<file path="config.mk">
export PLATFORM = sky130hd
export DESIGN_NAME = vfc_front
export DESIGN_NICKNAME = d
export VERILOG_FILES = /design/src/rtl/vfc_pkg.sv /design/src/rtl/vfc_front.sv
export SDC_FILE = /design/constraint.sdc
export NUM_CORES = 2
export LEC_CHECK = 0
export BUFFER_PORTS_ARGS = -buffer_cell sky130_fd_sc_hd__buf_4
export CELL_PAD_IN_SITES_DETAIL_PLACEMENT = 1
export CELL_PAD_IN_SITES_GLOBAL_PLACEMENT = 1
export CORE_UTILIZATION = 33
export CTS_BUF_LIST = sky130_fd_sc_hd__clkbuf_8
export DETAILED_ROUTE_END_ITERATION = 12
export HOLD_SLACK_MARGIN = 0.03
export PLACE_DENSITY_LB_ADDON = 0.1
export REMOVE_ABC_BUFFERS = 1
export SLEW_MARGIN = 20
export SYNTH_ARGS = -nofsm -noshare
export SYNTH_HDL_FRONTEND = slang
export SYNTH_SLANG_ARGS = --single-unit
</file>
<file path="constraint.sdc">
create_clock -name clk -period 7.04 [get_ports clk]
set_clock_uncertainty 0.15 [all_clocks]
set_input_delay 0.704 -clock clk [delete_from_list [all_inputs] [get_ports clk]]
set_output_delay 0.704 -clock clk [all_outputs]
set_load 0.005 [all_outputs]
</file>
<file path="src/rtl/vfc_pkg.sv">
// Package for the voxel fractal classifier: register indexes, mode codes,
// reset values, the flag bundle carried down the pipeline and digit-count helpers.
// No dependencies.
`default_nettype none

package vfc_pkg;

    localparam int COORD_BITS_DEF = 24;
    localparam int RADIUS_W       = 16;
    localparam int MODE_W         = 2;
    localparam int CFG_INDEX_W    = 8;

    // register indexes on the configuration channel
    localparam logic [CFG_INDEX_W-1:0] REG_GEN_MODE = CFG_INDEX_W'(0);
    localparam logic [CFG_INDEX_W-1:0] REG_RADIUS   = CFG_INDEX_W'(1);

    // generation modes
    localparam logic [MODE_W-1:0] MODE_FLAT   = 2'd0;
    localparam logic [MODE_W-1:0] MODE_MENGER = 2'd1;
    localparam logic [MODE_W-1:0] MODE_SKY    = 2'd2;

    localparam logic [MODE_W-1:0]   GEN_MODE_RESET = MODE_MENGER;
    localparam logic [RADIUS_W-1:0] RADIUS_RESET   = 16'd16;

    localparam logic KIND_AIR   = 1'b0;
    localparam logic KIND_STONE = 1'b1;

    typedef struct packed {
        logic plat;   // inside the platform sphere
        logic zneg;   // z below zero
        logic zzero;  // z equal to zero
        logic grid;   // all three coordinates multiples of four
        logic air;    // some base-3 level had two or more digits equal to one
    } vfc_flags_t;

    // 3 to the power k, for elaboration only
    function automatic longint pow3(input int k);
        longint p;
        p = 1;
        for (int i = 0; i < k; i++) begin
            p = p * 3;
        end
        return p;
    endfunction

    // base-3 digits needed to cover a magnitude up to 2^(bits-1)
    function automatic int num_digits(input int bits);
        int     n;
        longint p;
        n = 1;
        p = 3;
        while (p <= (longint'(1) << (bits - 1))) begin
            p = p * 3;
            n = n + 1;
        end
        return n;
    endfunction

endpackage

`default_nettype wire

</file>
<file path="src/rtl/vfc_front.sv">
// Front stages: magnitudes and sign flags, squares, then the platform compare.
// Three registered stages with per-stage handshake. Depends on vfc_pkg.
`default_nettype none

module vfc_front #(
    parameter int COORD_BITS = vfc_pkg::COORD_BITS_DEF
) (
    input  wire logic                                clk,
    input  wire logic                                rst_n,
    input  wire logic                                in_valid,
    output      logic                                in_ready,
    input  wire logic signed [COORD_BITS-1:0]        pos_x,
    input  wire logic signed [COORD_BITS-1:0]        pos_y,
    input  wire logic signed [COORD_BITS-1:0]        pos_z,
    input  wire logic [vfc_pkg::RADIUS_W-1:0]        radius,
    output      logic                                out_valid,
    input  wire logic                                out_ready,
    output      logic [2:0][COORD_BITS-1:0]          out_mag,
    output      vfc_pkg::vfc_flags_t                 out_flags
);

    localparam int SQ_W  = 2 * COORD_BITS;
    localparam int R2_W  = 2 * vfc_pkg::RADIUS_W;
    localparam int SUM_W = SQ_W + 2;
    localparam int CMP_W = (SUM_W > R2_W) ? SUM_W : R2_W;

    logic                       s1_valid_reg, s2_valid_reg, s3_valid_reg;
    logic                       s1_ready, s2_ready, s3_ready;
    logic [2:0][COORD_BITS-1:0] s1_mag_reg, s2_mag_reg, s3_mag_reg;
    vfc_pkg::vfc_flags_t        s1_flags_reg, s2_flags_reg, s3_flags_reg;
    logic [2:0][SQ_W-1:0]       s2_sq_reg;
    logic [R2_W-1:0]            s2_r2_reg;
    logic [2:0][COORD_BITS-1:0] mag_next;
    vfc_pkg::vfc_flags_t        flags_next;
    vfc_pkg::vfc_flags_t        s3_flags_next;
    logic [SUM_W-1:0]           sum;
    logic                       plat;

    assign s3_ready = !s3_valid_reg || out_ready;
    assign s2_ready = !s2_valid_reg || s3_ready;
    assign s1_ready = !s1_valid_reg || s2_ready;
    assign in_ready = s1_ready;

    // magnitude of two's complement: the most negative value maps to 2^(n-1)
    always_comb
    begin
        mag_next[0] = pos_x[COORD_BITS-1] ? (~pos_x + 1'b1) : pos_x;
        mag_next[1] = pos_y[COORD_BITS-1] ? (~pos_y + 1'b1) : pos_y;
        mag_next[2] = pos_z[COORD_BITS-1] ? (~pos_z + 1'b1) : pos_z;
        flags_next.plat  = 1'b0;
        flags_next.zneg  = pos_z[COORD_BITS-1];
        flags_next.zzero = (pos_z == '0);
        flags_next.grid  = (pos_x[1:0] == 2'b00) && (pos_y[1:0] == 2'b00)
                           && (pos_z[1:0] == 2'b00);
        flags_next.air   = 1'b0;
    end

    assign sum  = SUM_W'(s2_sq_reg[0]) + SUM_W'(s2_sq_reg[1]) + SUM_W'(s2_sq_reg[2]);
    assign plat = (CMP_W'(sum) <= CMP_W'(s2_r2_reg));

    always_comb
    begin
        s3_flags_next      = s2_flags_reg;
        s3_flags_next.plat = plat;
    end

    always_ff @(posedge clk or negedge rst_n)
    begin
        if (!rst_n)
        begin
            s1_valid_reg <= 1'b0;
            s2_valid_reg <= 1'b0;
            s3_valid_reg <= 1'b0;
        end
        else
        begin
            if (s1_ready)
            begin
                s1_valid_reg <= in_valid;
            end
            if (s2_ready)
            begin
                s2_valid_reg <= s1_valid_reg;
            end
            if (s3_ready)
            begin
                s3_valid_reg <= s2_valid_reg;
            end
        end
    end

    always_ff @(posedge clk)
    begin
        if (in_valid && s1_ready)
        begin
            s1_mag_reg   <= mag_next;
            s1_flags_reg <= flags_next;
        end
        if (s1_valid_reg && s2_ready)
        begin
            s2_mag_reg   <= s1_mag_reg;
            s2_flags_reg <= s1_flags_reg;
            for (int i = 0; i < 3; i++)
            begin
                s2_sq_reg[i] <= SQ_W'(s1_mag_reg[i]) * SQ_W'(s1_mag_reg[i]);
            end
            s2_r2_reg <= R2_W'(radius) * R2_W'(radius);
        end
        if (s2_valid_reg && s3_ready)
        begin
            s3_mag_reg   <= s2_mag_reg;
            s3_flags_reg <= s3_flags_next;
        end
    end

    assign out_valid = s3_valid_reg;
    assign out_mag   = s3_mag_reg;
    assign out_flags = s3_flags_reg;

endmodule

`default_nettype wire

</file>
==> flow_summary.json <==
{
  "drive_gt1_frac": 0.212,
  "end_kind": "flip-flop",
  "hold_viol_final": 0,
  "start_util": 0.334,
  "maxCapViolCount": 0,
  "drt_pass1_iterations": 5,
  "grt_pass1_vias": 61600,
  "required_ns": 7.45,
  "fmax_mhz": 136,
  "endpoint": "s2_sq_reg[47]$_DFFE_PP_",
  "cts-htree-levels": 3,
  "grt_max_degree": 94,
  "final_common_cell": "inv_1",
  "cp-start-kind": "flip-flop",
  "place_ws_ns": -0.921,
  "crit_buf_inv": 9,
  "coreArea_sq_um": 221000,
  "antenna_found_initial": 19,
  "maxSlewHeadroom": 0.307,
  "gp_congestion": 0.832,
  "grt.overflow.total": 0,
  "ys_seq_elements": 398,
  "violations": "setup timing",
  "r2r-end": "s2_sq_reg[47]$_DFFE_PP_",
  "die_area_sq_um": 225000,
  "grt_setup_unrepaired": "true",
  "antenna_left": 0,
  "cts_made_buffers": 85,
  "finalSetupTns_ns": -3.84,
  "max_stage_delay_ns": 0.55,
  "worst-r2r-cell-count": 28,
  "hpwl_um": 185000,
  "io_pins": 171,
  "finalCritPeriodShare": 1.04,
  "arrival_ns": 7.76,
  "rr_startpoint": "s1_mag_reg[8]$_DFFE_PP_",
  "path_class": "reg2reg",
  "wire_per_inst_um": 18.8,
  "period_needed_ns": 7.35,
  "netlist_area_sq_um": 73600,
  "drt_iter0_markers": 1793,
  "finalSetupViolCount": 25,
  "syn2layout_area_growth_pct": 23.8,
  "ys.flop_type": "edfxtp_1",
  "largest_reg_flops": 138,
  "synth.distinct_cells": 86,
  "die_w_um": 474,
  "cts-root-buf": "clkbuf_8",
  "yosysWarnings": 0,
  "finalNetCount": 10800,
  "syn_inst": 7359,
  "cts_max_path_buffers": 3,
  "fin_ws_ns": -0.313,
  "rrSetupSlack_ns": -0.31,
  "via_count": 52400,
  "path_clk_slew_ns": 0.06,
  "synthArstFlopShare": 0.00754,
  "layout_common_cells": "inv_1 (2015), fa_1 (1421), buf_4 (1037)",
  "die_h_um": 474,
  "worstMarginPinSlew_ns": 1.04,
  "routed_wl_um": 217000,
  "cp_max_fo": 12,
  "viasPerCell": 4.54,
  "cts_tree": "yes",
  "drc": 0,
  "synth_seq_area_share": 0.162,
  "row_count": 172,
  "cts.sinks": 398,
  "hp-class": "in2reg",
  "path_delay_family": "adder cells",
  "cp_slowest_cell": "fa_1",
  "outcome": "finished with violations",
  "drv_slew": 0,
  "cp.depth": 28,
  "crit_start": "s1_mag_reg[8]$_DFFE_PP_",
  "clock_latency_ns": 0.86,
  "globalRouteTotalUtil": 0.200,
  "synth.avg_cell_area_sq_um": 10.0,
  "synth_edf_count": 395,
  "io_buffers": 169,
  "grt_first_pass_wirelength_um": 347000,
  "nFillCells": 24700
}
[logic make-up after synthesis]
group	Yosys count	synth area share
flip-flops	398	0.162
other	2	0.000102
AND/OR/NAND/NOR	1522	0.102
AO/OA/AOI/OAI	673	0.0600
adder cells (fa/ha/maj)	2189	0.523
XOR/XNOR	291	0.0346
multiplexers	15	0.00216
buffers and inverters	2269	0.116
[per-stage QoR]
stage                      util  std cells  area (sq um)  hold slack [ns]
after detailed placement  0.385      11200         84900            0.255
after CTS                 0.406      11500         89700           0.0372
after floorplan               -       7172         72900            0.250
after global placement    0.385      11200         84900            0.253
final                     0.413      11500         91100            0.147
after global routing      0.413      11500         91100            0.110
[per-layer routing]
layer / global-route usage / wire length [um]
met1: 0.262 / 97300
met2: 0.351 / 109000
met3: 0.0218 / 6170
met4: 0.0492 / 4800
met5: 0 / 57
[cell usage after synthesis, drive strengths merged, types with 7 or more instances]
cell | instances | area share
o21a | 22 | 0.0022
or3 | 17 | 0.0014
and3 | 24 | 0.0021
o31ai | 27 | 0.0030
edfxtp | 395 | 0.16
a211oi | 22 | 0.0024
mux2i | 8 | 0.0011
clkbuf | 183 | 0.0093
o41ai | 18 | 0.0021
and2 | 407 | 0.035
xor2 | 76 | 0.0090
ha | 709 | 0.12
a21oi | 204 | 0.014
nor2 | 184 | 0.0094
nor3 | 38 | 0.0027
a21o | 108 | 0.011
nand2 | 637 | 0.033
o21ai | 128 | 0.0088
nor2b | 34 | 0.0029
or4 | 15 | 0.0015
a211o | 8 | 0.00095
or2 | 14 | 0.0012
fa | 1480 | 0.40
o211ai | 14 | 0.0014
nand3 | 35 | 0.0024
a221oi | 8 | 0.0011
o21bai | 28 | 0.0030
nor4 | 9 | 0.00085
mux2 | 7 | 0.0011
nand4 | 35 | 0.0030
a31oi | 22 | 0.0019
nand2b | 48 | 0.0041
xnor2 | 215 | 0.026
inv | 2080 | 0.11
a21boi | 13 | 0.0013
[cell type report]
cell class	count	area, sq um	area share
clock buffer	86	1180	0.0130
timing repair buffer	1259	10600	0.117
sequential	398	11900	0.131
tap	2958	3700	0.0406
antenna	1	2.50	0.0000275
clock inverter	72	504	0.00554
inverter	2080	7810	0.0857
multi-input combinational	4694	55300	0.607
[worst min path at each step]
stage	from	cells after the start	to
final	pos_z[1]	3	s1_mag_reg[49]$_DFFE_PP_
after global routing	pos_x[12]	2	s1_mag_reg[12]$_DFFE_PP_
after CTS	pos_x[12]	2	s1_mag_reg[12]$_DFFE_PP_
after detailed placement	s2_mag_reg[56]$_DFFE_PP_	0	out_mag[56]$_DFFE_PP_
after global placement	s2_mag_reg[33]$_DFFE_PP_	0	out_mag[33]$_DFFE_PP_
after floorplan	s2_flags_reg[1]$_DFFE_PP_	0	out_flags[1]$_DFFE_PP_
[worst min-delay path, stage by stage]
cell,delay [ns]
buf_4,0.08
inv_1,0.04
o21ai_0,0.16
[what timing repair did]
item / CTS / global route
hold buffers: 60 / 0
pin swaps: 293 / 261
buffers inserted: 104 / 57
gates resized for setup: 411 / 308
endpoints found under the hold margin: 62 / 0
cloned: 1 / 0
endpoints found under the setup margin: 65 / 66
Power is left out: the tool's default activity adds up to more than one toggle a clock period on the data nets, which glitch-free logic cannot reach.
