--- src/rtl/vfc_pkg.sv ---
// Package for the voxel fractal classifier: register indexes, mode codes,
// reset values, the flag bundle carried down the pipeline and digit-count helpers.
// No dependencies.
`default_nettype none

package vfc_pkg;

    localparam int COORD_BITS_DEF = 24;
    localparam int RADIUS_W       = 16;
    localparam int MODE_W         = 2;
    localparam int CFG_INDEX_W    = 8;

    // register indexes on the configuration channel
    localparam logic [CFG_INDEX_W-1:0] REG_GEN_MODE = CFG_INDEX_W'(0);
    localparam logic [CFG_INDEX_W-1:0] REG_RADIUS   = CFG_INDEX_W'(1);

    // generation modes
    localparam logic [MODE_W-1:0] MODE_FLAT   = 2'd0;
    localparam logic [MODE_W-1:0] MODE_MENGER = 2'd1;
    localparam logic [MODE_W-1:0] MODE_SKY    = 2'd2;

    localparam logic [MODE_W-1:0]   GEN_MODE_RESET = MODE_MENGER;
    localparam logic [RADIUS_W-1:0] RADIUS_RESET   = 16'd16;

    localparam logic KIND_AIR   = 1'b0;
    localparam logic KIND_STONE = 1'b1;

    typedef struct packed {
        logic plat;   // inside the platform sphere
        logic zneg;   // z below zero
        logic zzero;  // z equal to zero
        logic grid;   // all three coordinates multiples of four
        logic air;    // some base-3 level had two or more digits equal to one
    } vfc_flags_t;

    // 3 to the power k, for elaboration only
    function automatic longint pow3(input int k);
        longint p;
        p = 1;
        for (int i = 0; i < k; i++) begin
            p = p * 3;
        end
        return p;
    endfunction

    // base-3 digits needed to cover a magnitude up to 2^(bits-1)
    function automatic int num_digits(input int bits);
        int     n;
        longint p;
        n = 1;
        p = 3;
        while (p <= (longint'(1) << (bits - 1))) begin
            p = p * 3;
            n = n + 1;
        end
        return n;
    endfunction

endpackage

`default_nettype wire

--- src/rtl/vfc_digit_cell.sv ---
// One base-3 level of the sponge test: strip digit LEVEL from each magnitude
// and mark air when two or more digits equal one. Depends on vfc_pkg.
`default_nettype none

module vfc_digit_cell #(
    parameter int COORD_BITS = vfc_pkg::COORD_BITS_DEF,
    parameter int LEVEL      = 0
) (
    input  wire logic                       clk,
    input  wire logic                       rst_n,
    input  wire logic                       in_valid,
    output      logic                       in_ready,
    input  wire logic [2:0][COORD_BITS-1:0] in_mag,
    input  wire vfc_pkg::vfc_flags_t        in_flags,
    output      logic                       out_valid,
    input  wire logic                       out_ready,
    output      logic [2:0][COORD_BITS-1:0] out_mag,
    output      vfc_pkg::vfc_flags_t        out_flags
);

    localparam int EXT_W = COORD_BITS + 1;
    localparam logic [EXT_W-1:0] P1 = EXT_W'(vfc_pkg::pow3(LEVEL));
    localparam logic [EXT_W-1:0] P2 = EXT_W'(2 * vfc_pkg::pow3(LEVEL));

    logic                       valid_reg;
    logic [2:0][COORD_BITS-1:0] mag_reg;
    vfc_pkg::vfc_flags_t        flags_reg;
    logic [2:0][COORD_BITS-1:0] mag_next;
    logic [2:0]                 one;
    vfc_pkg::vfc_flags_t        flags_next;

    // incoming magnitude stays below 3^(LEVEL+1), so two compares find the digit
    always_comb
    begin
        for (int i = 0; i < 3; i++)
        begin
            one[i]      = 1'b0;
            mag_next[i] = in_mag[i];
            if (EXT_W'(in_mag[i]) >= P2)
            begin
                mag_next[i] = COORD_BITS'(EXT_W'(in_mag[i]) - P2);
            end
            else if (EXT_W'(in_mag[i]) >= P1)
            begin
                one[i]      = 1'b1;
                mag_next[i] = COORD_BITS'(EXT_W'(in_mag[i]) - P1);
            end
        end
        flags_next     = in_flags;
        flags_next.air = in_flags.air || (one[0] && one[1]) || (one[0] && one[2])
                         || (one[1] && one[2]);
    end

    assign in_ready = !valid_reg || out_ready;

    always_ff @(posedge clk or negedge rst_n)
    begin
        if (!rst_n)
        begin
            valid_reg <= 1'b0;
        end
        else if (in_ready)
        begin
            valid_reg <= in_valid;
        end
    end

    always_ff @(posedge clk)
    begin
        if (in_valid && in_ready)
        begin
            mag_reg   <= mag_next;
            flags_reg <= flags_next;
        end
    end

    assign out_valid = valid_reg;
    assign out_mag   = mag_reg;
    assign out_flags = flags_reg;

`ifndef SYNTHESIS
    // after this level every remainder is below 3^LEVEL
    a_rem_below_level: assert property (@(posedge clk) disable iff (!rst_n)
        valid_reg |-> (EXT_W'(mag_reg[0]) < P1) && (EXT_W'(mag_reg[1]) < P1)
                      && (EXT_W'(mag_reg[2]) < P1))
        else $error("digit cell remainder not below its level");
    // an air mark, once set, survives the cell
    a_air_sticky: assert property (@(posedge clk) disable iff (!rst_n)
        in_valid && in_ready && in_flags.air |=> flags_reg.air)
        else $error("air mark lost in digit cell");
    // a waiting transfer holds its contents until taken
    a_hold_on_stall: assert property (@(posedge clk) disable iff (!rst_n)
        valid_reg && !out_ready |=> valid_reg && $stable(mag_reg) && $stable(flags_reg))
        else $error("digit cell output changed while stalled");
`endif

endmodule

`default_nettype wire

--- config.mk ---
export PLATFORM = sky130hd
export DESIGN_NAME = vfc_digit_cell
export DESIGN_NICKNAME = d
export VERILOG_FILES = /design/src/rtl/vfc_pkg.sv /design/src/rtl/vfc_digit_cell.sv
export SDC_FILE = /design/constraint.sdc
export NUM_CORES = 1
export LEC_CHECK = 0
export ABC_AREA = 1
export BUFFER_PORTS_ARGS = -buffer_cell sky130_fd_sc_hd__buf_2
export CORE_ASPECT_RATIO = 1.4
export CORE_MARGIN = 10
export CORE_UTILIZATION = 46
export DETAILED_ROUTE_END_ITERATION = 7
export GPL_ROUTABILITY_DRIVEN = 0
export PLACE_DENSITY = 0.72
export SLEW_MARGIN = 5
export SYNTH_ARGS = -nofsm -noshare
export SYNTH_HDL_FRONTEND = slang
export SYNTH_SLANG_ARGS = --single-unit
--- constraint.sdc ---
create_clock -name clk -period 5.7 [get_ports clk]
set_input_delay 1.14 -clock clk [delete_from_list [all_inputs] [get_ports clk]]
set_output_delay 1.14 -clock clk [all_outputs]
set_load 0.005 [all_outputs]
==> results of run 1 <==
-- metrics by stage --
step	hold WS (ns)	power, W
2_1_floorplan	0.528	0.000801
3_3_place_gp	0.558	0.000907
3_5_place_dp	0.561	0.000910
4_1_cts	0.544	0.00153
5_1_grt	0.550	0.00158
6_report	0.557	0.00151
-- layout make-up --
class / count / share of cell area (%)
clock inverters: 5 / 1.20
clock buffers: 11 / 3.34
flip-flops and latches: 78 / 33.5
well taps: 150 / 2.69
inverters: 99 / 5.35
repair buffers: 160 / 11.5
multi-input cells: 581 / 42.4
-- cell usage in the layout, fill, tap and decap left out, types with 3 or more instances in the layout --
cell         n
ha_1        15
inv_1       91
nand3b_1    21
a21oi_1      3
nand2_1    241
nand2_4      3
o21ai_0     38
o21ai_2      5
buf_2      159
nand3_1     42
nand4_1     15
nor3_1       3
inv_2        6
nor2_2      12
edfxtp_1    77
nand2_2     13
clkbuf_16    9
xor2_1      25
xnor2_1      9
nor2_1     118
nor2_8       3
nor2_4       6
-- worst register-to-register path: cells and delay by family (launching register included) --
kind	cells	cell delay, ns
compound gates	1	0.15
buf+inv	1	0.75
flops	1	0.42
-- Yosys cell counts, drive strengths merged --
library cell,number,area [µm²]
dfrtp,1,25.0
inv,97,364
a21oi,4,20.0
clkinv,2,8.75
edfxtp,77,2310
buf,4,38.8
ha,15,188
and2,1,6.26
o21ai,44,239
xnor2,9,78.8
nor3,3,15.0
o22ai,1,6.26
nand3,44,230
nand2,257,1020
nor4,1,6.26
nand3b,21,158
o31ai,1,7.51
xor2,25,219
nor2,139,646
nand4,16,106
-- layer usage --
metal / part of all wire, % / GRT usage (%) / wire length (µm)
met5: 0 / 0 / 0
met2: 51 / 33.1 / 8300
met3: 6.6 / 4.18 / 1090
met4: 4.1 / 10.1 / 671
met1: 39 / 20.4 / 6360
-- sequential cells by signal, summed over array words and instances (netlist names) --
name,count
out_mag,72
out_flags,5
out_valid,1
-- where the power goes --
part	internal, W	switching (W)	total (W)	leakage (nW)
clock	0.000385	0.000233	0.000617	0.146
combinational	0.0000802	0.000136	0.000217	2.42
sequential	0.000672	0.00000872	0.000680	0.744
-- cells by family (layout without fill, tap and decap cells) --
logic type	count (synthesis)	count (layout)	synth area share, %
buffers and inverters	103	275	7.23
flip-flops	78	78	41.0
AND/OR/NAND/NOR	482	482	38.4
adder cells (fa/ha/maj)	15	15	3.30
XOR/XNOR	34	34	5.23
AO/OA/AOI/OAI	50	50	4.79
-- worst paths after layout --
| check | from | endpoint | slack (ns) | cells past startpoint |
|---|---|---|---|---|
| worst min-delay path | rst_n | out_valid$_DFFE_PN0N_ | 0.56 | 1 |
| min in group clk | out_valid$_DFFE_PN0N_ | out_valid$_DFFE_PN0N_ | 0.58 | 2 |
| worst min register to register | out_valid$_DFFE_PN0N_ | out_valid$_DFFE_PN0N_ | 0.58 | 2 |
| max in group asynchronous | rst_n | out_valid$_DFFE_PN0N_ | 5.06 | 1 |
| worst max register to register | out_valid$_DFFE_PN0N_ | out_mag[70]$_DFFE_PP_ | 3.94 | 2 |
| worst max-delay path | out_ready | in_ready | 3.03 | 4 |
==> results by group, run 1 <==
Outcome
  – Status: finished clean

Clock network
  – Clock Path Buffers: 2
  – Cts bufs inserted: 9
  – Clk sinks: 78
  – Hold buffer count at CTS: 0
  – Postcts setup bufs: 0
  – Worst-path clk slew: 0.07 ns
  – CTS tree: done
  – Post-cts resize count: 0
  – Clk_lat worst skew: 0.34 ns
  – H-tree Lvls: 3
  – Clock root buffer: clkbuf_16

Routing
  – Detailed-route via count: 5442
  – Drt pass-1 iters: 5
  – DR WL/cell: 15.2 µm
  – Post-DRT Antenna Nets: 0
  – Detailed Route WL: 16.4 mm
  – DRT iter0 DRCs: 309
  – Detailed-route DRC error count: 0
  – Via density: 5.02

Cells and area
  – Non-Filler Instances: 1084
  – Design Area, Final: 6970 µm²
  – # fillers: 1202
  – Post-Route Utilization: 56.9%
  – Synthesis-to-layout area growth: 22.5%
  – Multi-input logic area: 2960 µm²
  – Total Nets Final: 1025
  – Antenna Cells: 0
  – FF/Latch Area: 2340 µm²
  – Layout cell share with drive strength beyond 1: 24.3%

STA
  – Final hold vios: 0
  – Slew margin rel.: 34.3%
  – Slew @ Worst Pin: 0.985 ns
  – Part of the cycle the worst path needs: 46.9%
  – Min setup slack post-route: 3.03 ns
  – Max Slew Vio Count: 0
  – RSZ-0062 raised after global routing: no
  – Tmin final: 2.67 ns
  – Final setup fails: 0
  – Clk_skew: 0.00828 ns
  – Setup TNS: 0 ns
  – Max Fclk: 374 MHz

Synth
  – Sequential fraction of the synthesis area: 41.0%
  – Avg Cell Area, Syn: 7.47 µm²
  – #FFs+latches synth: 78
  – Post-synthesis cell count: 762
  – Synthesized net count: 858
  – YS warnings: 0
  – Yosys cell types: 32
  – Synth Cell Area: 5690 µm²

Global routing
  – Gr ovfl total: 0
  – Largest net degree at the start of global routing: 78
  – First-pass GRT wire length: 26.0 mm
  – Number of global-route vias before repair: 5337
  – Initial antenna violation count: 0
  – Total GRT Usage: 18.7%

Floorplan
  – Num rows: 48
  – Die height: 152 µm
  – Ports: 160
  – Die area: 17300 µm²
  – Core Region: 12300 µm²
  – Initial Utilization: 46.5%
  – Die Wd: 114 µm

Setup path
  – Worst path most repeated cell: buf_2
  – Worst path bufs/invs: 3
  – Crit-path slowest cell: buf_2
  – Critical Path Sink Type: primary output
  – WS Path Type: primary input to primary output
  – CP Data Required Time: 4.56 ns
  – CP delay by family, top: buffers and inverters
  – Worst EP arrival: 1.53 ns
  – Crit path launch type: primary input
  – Critical Path Max Stage Delay: 0.13 ns
  – CP cell instances: buf_2, inv_1, nand2_1, buf_2
  – CP max FO: 2

Place
  – Placed Instances: 1068
  – Pre-CTS setup slack: 2.83 ns
  – PortBufs: 159
  – HPWL Detailed: 13.2 mm
  – Area after DPL: 6660 µm²

Power
  – Leak: 3.31 nW
  – PwrDens: 217 nW/µm²
  – VDD IR max: 0.120 mV

Job
  – Max capacitance violation total: 0

Min path
  – Worst hold path type: primary input to asynchronous set/reset pin
(Power assumes the default switching activity.)
==> run 2, diff against run 1 <==
PLACE_DENSITY = 0.75   (was 0.72)
clock period = 2.2 ns   (was 5.7 ns; I/O delays follow)
==> results by group, run 2 (same netlist as run 1, synthesis figures left out) <==
Global routing
  – Number of global-route vias before repair: 5458
  – Gr ovfl total: 0
  – First-pass GRT wire length: 26.7 mm
  – Met2 Track Usage GR: 33.9%
  – Initial antenna violation count: 1
  – Grt met3 use: 4.49%
  – Met1 Use GR: 20.9%
  – Total GRT Usage: 19.3%
  – Largest net degree at the start of global routing: 56
  – Gr busiest metal: met2

Cells and area
  – # fillers: 1201
  – FF/Latch Area: 2340 µm²
  – Non-Filler Instances: 1092
  – Total Nets Final: 1032
  – Most common cell after layout, fill and taps aside: nand2_1
  – Synthesis-to-layout area growth: 24.1%
  – Multi-input logic area: 2960 µm²
  – Max reg flops: 72
  – Commonest cells after routing, fill and taps aside: nand2_1 (241), buf_2 (159), nor2_1 (118)
  – Layout cell share with drive strength beyond 1: 24.9%

Place
  – HPWL Detailed: 13.6 mm
  – PortBufs: 159
  – Placed Instances: 1074
  – Pre-CTS setup slack: 0.0627 ns

Clock network
  – Clk_lat worst skew: 0.34 ns
  – Clk sinks: 78
  – Postcts setup bufs: 0
  – Clock root buffer: clkbuf_16
  – H-tree Lvls: 3
  – Clock Path Buffers: 2
  – Worst-path clk slew: 0.06 ns
  – Cts bufs inserted: 9
  – CTS tree: done

Setup path
  – Crit path launch type: primary input
  – Crit-path slowest cell: nor2_1
  – Critical Path Sink Type: flop
  – WS Path Type: primary input to flop
  – CP Data Required Time: 2.41 ns
  – CP cell instances: buf_2, inv_1, ha_1, nand2_1, nor2_1, nand2_1, nor2_1, nand2_4, nand2_1
  – CP delay by family, top: simple AND/OR/NAND/NOR gates
  – Critical Path Max Stage Delay: 0.33 ns
  – CP max FO: 10
  – Worst path bufs/invs: 2
  – Worst EP arrival: 2.00 ns
  – Worst path most repeated cell: nand2_1

STA
  – Max Slew Vio Count: 0
  – Final hold vios: 0
  – Tmin final: 1.79 ns
  – RSZ-0062 raised after global routing: no
  – Fin Hold WS: 0.278 ns
  – Slew margin rel.: 73.2%
  – Max Fclk: 558 MHz
  – Part of the cycle the worst path needs: 81.5%
  – Clk_skew: 0.00683 ns
  – Min setup slack post-route: 0.408 ns
  – Slew @ Worst Pin: 0.402 ns
  – Setup TNS: 0 ns
  – Final setup fails: 0

Routing
  – DRT iter0 DRCs: 343
  – Detailed-route DRC error count: 0
  – Drt pass-1 iters: 5
  – Detailed Route WL: 16.6 mm
  – Post-DRT Antenna Nets: 0
  – DR WL/cell: 15.2 µm
  – Via density: 5.08
  – Detailed-route via count: 5549

Floorplan
  – Die height: 152 µm
  – Die Wd: 114 µm
  – Ports: 160
  – Initial Utilization: 46.5%
  – Num rows: 48
  – Die area: 17300 µm²
  – Core Region: 12300 µm²

Power
  – Leak: 3.36 nW
  – VDD IR max: 0.382 mV
  – PwrDens: 576 nW/µm²

Min path
  – Worst hold path type: primary input to flop

Job
  – Max capacitance violation total: 0

Outcome
  – Status: finished clean
==> run 2: through the flow <==
step	total power, W	util (%)	cell area (µm²)
after floorplan	0.00207	-	5710
after global placement	0.00236	54.8	6720
after detailed placement	0.00237	54.8	6720
after CTS	0.00413	57.7	7060
after global routing	0.00425	57.7	7070
final	0.00407	57.7	7070
==> run 2: final timing paths <==
kind                                       startpoint                      to  slack, ns  depth (start not counted)
max in group asynchronous                       rst_n   out_valid$_DFFE_PN0N_       1.70                          2
worst max-delay path                       in_mag[49]   out_mag[63]$_DFFE_PP_       0.41                          9
worst min register to register  out_valid$_DFFE_PN0N_   out_valid$_DFFE_PN0N_       0.58                          2
worst max register to register  out_valid$_DFFE_PN0N_   out_mag[37]$_DFFE_PP_       0.96                          2
min in group asynchronous                       rst_n   out_valid$_DFFE_PN0N_       0.42                          2
worst min-delay path                      in_flags[3]  out_flags[3]$_DFFE_PP_       0.28                          1
==> run 2: where the power goes <==
part / internal, W / switching, W / total (W)
clock network: 0.00111 / 0.000622 / 0.00174
registers: 0.00174 / 0.0000228 / 0.00176
logic: 0.000217 / 0.000356 / 0.000574
total: 0.00307 / 0.00100 / 0.00407
==> run 2: what timing repair did <==
| action | 4_1_cts | 5_1_grt |
|---|---|---|
| gates resized for setup | 0 | 0 |
| hold endpoints to repair | 1 | 0 |
| hold buffers | 1 | 0 |
==> run 2: cell type report <==
type	count	share of cell area [%]
Timing Repair Buffer	167	12.3
Clock buffer	11	3.29
Multi-Input combinational cell	581	41.8
Clock inverter	5	1.50
Sequential cell	78	33.1
Tap cell	150	2.66
Antenna cell	1	0.0354
Inverter	99	5.28
==> run 2: metal layers <==
layer  share of wire [%]  up-vias  routed length [µm]
met3                 6.9       49                1160
met4                 4.0        0                 670
met5                   0        -                   0
met2                  51      186                8530
met1                  38     2513                6280
li1                    -     2801                   -
==> run 3, diff against run 2 <==
clock period = 1.5 ns   (was 2.2 ns; I/O delays follow)
==> results by group, run 3 (same netlist as run 1, synthesis figures left out) <==
Outcome
  – Status: finished clean

Global routing
  – Initial antenna violation count: 1
  – Gr ovfl total: 0
  – Number of global-route vias before repair: 6454
  – Largest net degree at the start of global routing: 64
  – Total GRT Usage: 21.2%
  – First-pass GRT wire length: 29.6 mm

Setup path
  – CP max FO: 6
  – Reg2reg start: out_valid$_DFFE_PN0N_
  – Critical Path Max Stage Delay: 0.25 ns
  – Critical Path Sink Type: flop
  – Reg2reg end: out_mag[33]$_DFFE_PP_
  – CP cell instances: buf_2, clkinvlp_4, ha_1, inv_1, nor2_1, nand3_2, o21ai_0, o21ai_0, nand2_1, nand2_1
  – CP Data Required Time: 1.59 ns
  – Worst path bufs/invs: 3
  – Worst EP arrival: 1.56 ns
  – WS Path Type: primary input to flop
  – CP delay by family, top: simple AND/OR/NAND/NOR gates
  – Worst Reg-to-Reg Cells: 2
  – Reg-to-reg slack, setup: 0.19 ns
  – Crit-path slowest cell: o21ai_0
  – Crit path launch type: primary input

Min path
  – Endpoint, Worst Hold: out_flags[3]$_DFFE_PP_
  – Hold Path Origin: in_flags[3]
  – Worst hold stages: 1
  – Worst hold path type: primary input to flop

Clock network
  – Clk sinks: 78
  – Clock Path Buffers: 2
  – CTS tree: done
  – Clock root buffer: clkbuf_16
  – Worst-path clk slew: 0.06 ns
  – H-tree Lvls: 3
  – Cts bufs inserted: 9
  – Clk_lat worst skew: 0.34 ns

STA
  – Slew margin rel.: 77.0%
  – Setup TNS: 0 ns
  – Slew @ Worst Pin: 0.344 ns
  – Max Slew Vio Count: 0
  – Final setup fails: 0
  – Clk_skew: 0.00530 ns
  – Max Fclk: 682 MHz
  – Tmin final: 1.47 ns
  – Part of the cycle the worst path needs: 97.7%
  – Final hold vios: 0

Power
  – VDD IR max: 0.559 mV
  – PwrDens: 668 nW/µm²
  – Total power: 0.00575 W
  – Leak: 4.21 nW

Routing
  – Detailed-route DRC error count: 0
  – DRT iter0 DRCs: 280
  – Post-DRT Antenna Nets: 0
  – Via density: 4.90
  – Detailed-route via count: 6258
  – Drt pass-1 iters: 5
  – DR WL/cell: 14.6 µm
  – Detailed Route WL: 18.7 mm

Floorplan
  – Core Region: 12300 µm²
  – Die area: 17300 µm²
  – Ports: 160
  – Die height: 152 µm
  – Initial Utilization: 46.5%
  – Die Wd: 114 µm
  – Num rows: 48

Cells and area
  – FF/Latch Area: 2340 µm²
  – Commonest cells after routing, fill and taps aside: nand2_1 (236), buf_4 (191), buf_2 (158)
  – Max reg flops: 72
  – Total Nets Final: 1218
  – Layout cell share with drive strength beyond 1: 40.4%
  – # fillers: 1016
  – Most common cell after layout, fill and taps aside: nand2_1
  – Multi-input logic area: 3130 µm²
  – Synthesis-to-layout area growth: 51.1%

Place
  – PortBufs: 159
  – HPWL Detailed: 15.3 mm

Job
  – Max capacitance violation total: 0
-- run 3: cell types whose count changed in the layout (fill, tap and decap cells not counted), sizes merged --
cell      change
inv           -3
clkinvlp      +3
buf         +186
bufinv        -3
clkbuf        -1
clkinv        +3
-- run 3: final cells by class --
cell class	count	area share, %
repair buffers	353	26.7
multi-input cells	581	36.4
well taps	150	2.18
flip-flops and latches	78	27.2
inverters	99	4.51
clock buffers	10	2.66
clock inverters	5	0.436
diodes	1	0.0291
-- run 3: what timing repair did --
item                                    4_1_cts  5_1_grt
gates resized for setup                       0       40
endpoints found under the hold margin         1        0
hold buffers                                  1        0
setup buffers                                 0        1
endpoints found under the setup margin        0       58
-- run 3: how the worst max path moves through the flow --
stage,to,cells past startpoint,from,slack [ns]
2_1_floorplan,out_flags[0]$_DFFE_PP_,1,out_valid$_DFFE_PN0N_,-0.65
3_3_place_gp,out_mag[8]$_DFFE_PP_,10,in_mag[1],-0.29
3_5_place_dp,out_mag[18]$_DFFE_PP_,10,in_mag[1],-0.36
4_1_cts,out_mag[18]$_DFFE_PP_,10,in_mag[1],0.01
5_1_grt,out_mag[25]$_DFFE_PP_,11,in_mag[25],-0.04
6_report,out_mag[29]$_DFFE_PP_,10,in_mag[25],0.03
-- run 3: where the power goes --
| part | internal (W) | switching, W | total [W] |
|---|---|---|---|
| clock network | 0.00111 | 0.000891 | 0.00201 |
| registers | 0.00255 | 0.0000329 | 0.00258 |
| logic | 0.000550 | 0.000609 | 0.00116 |
-- run 3: routing by layer --
metal	share of wire, %	track usage (%)	wire (µm)
met5	0	0	0
met1	38	22.5	7040
met4	4.6	11.0	856
met2	52	38.6	9700
met3	5.8	4.14	1080
-- run 3: metrics by stage --
step / setup WS, ns / instances / instance area [µm²] / hold slack [ns] / utilization [%]
floorplan: -0.651 / 762 / 5770 / 0.00441 / -
global route: -0.0405 / 1277 / 8610 / 0.125 / 70.2
global placement: -0.290 / 1259 / 8190 / 0.0745 / 66.9
CTS: 0.0105 / 1275 / 8470 / 0.126 / 69.1
detailed placement: -0.357 / 1259 / 8190 / 0.0767 / 66.9
finish: 0.0338 / 1277 / 8610 / 0.140 / 70.2
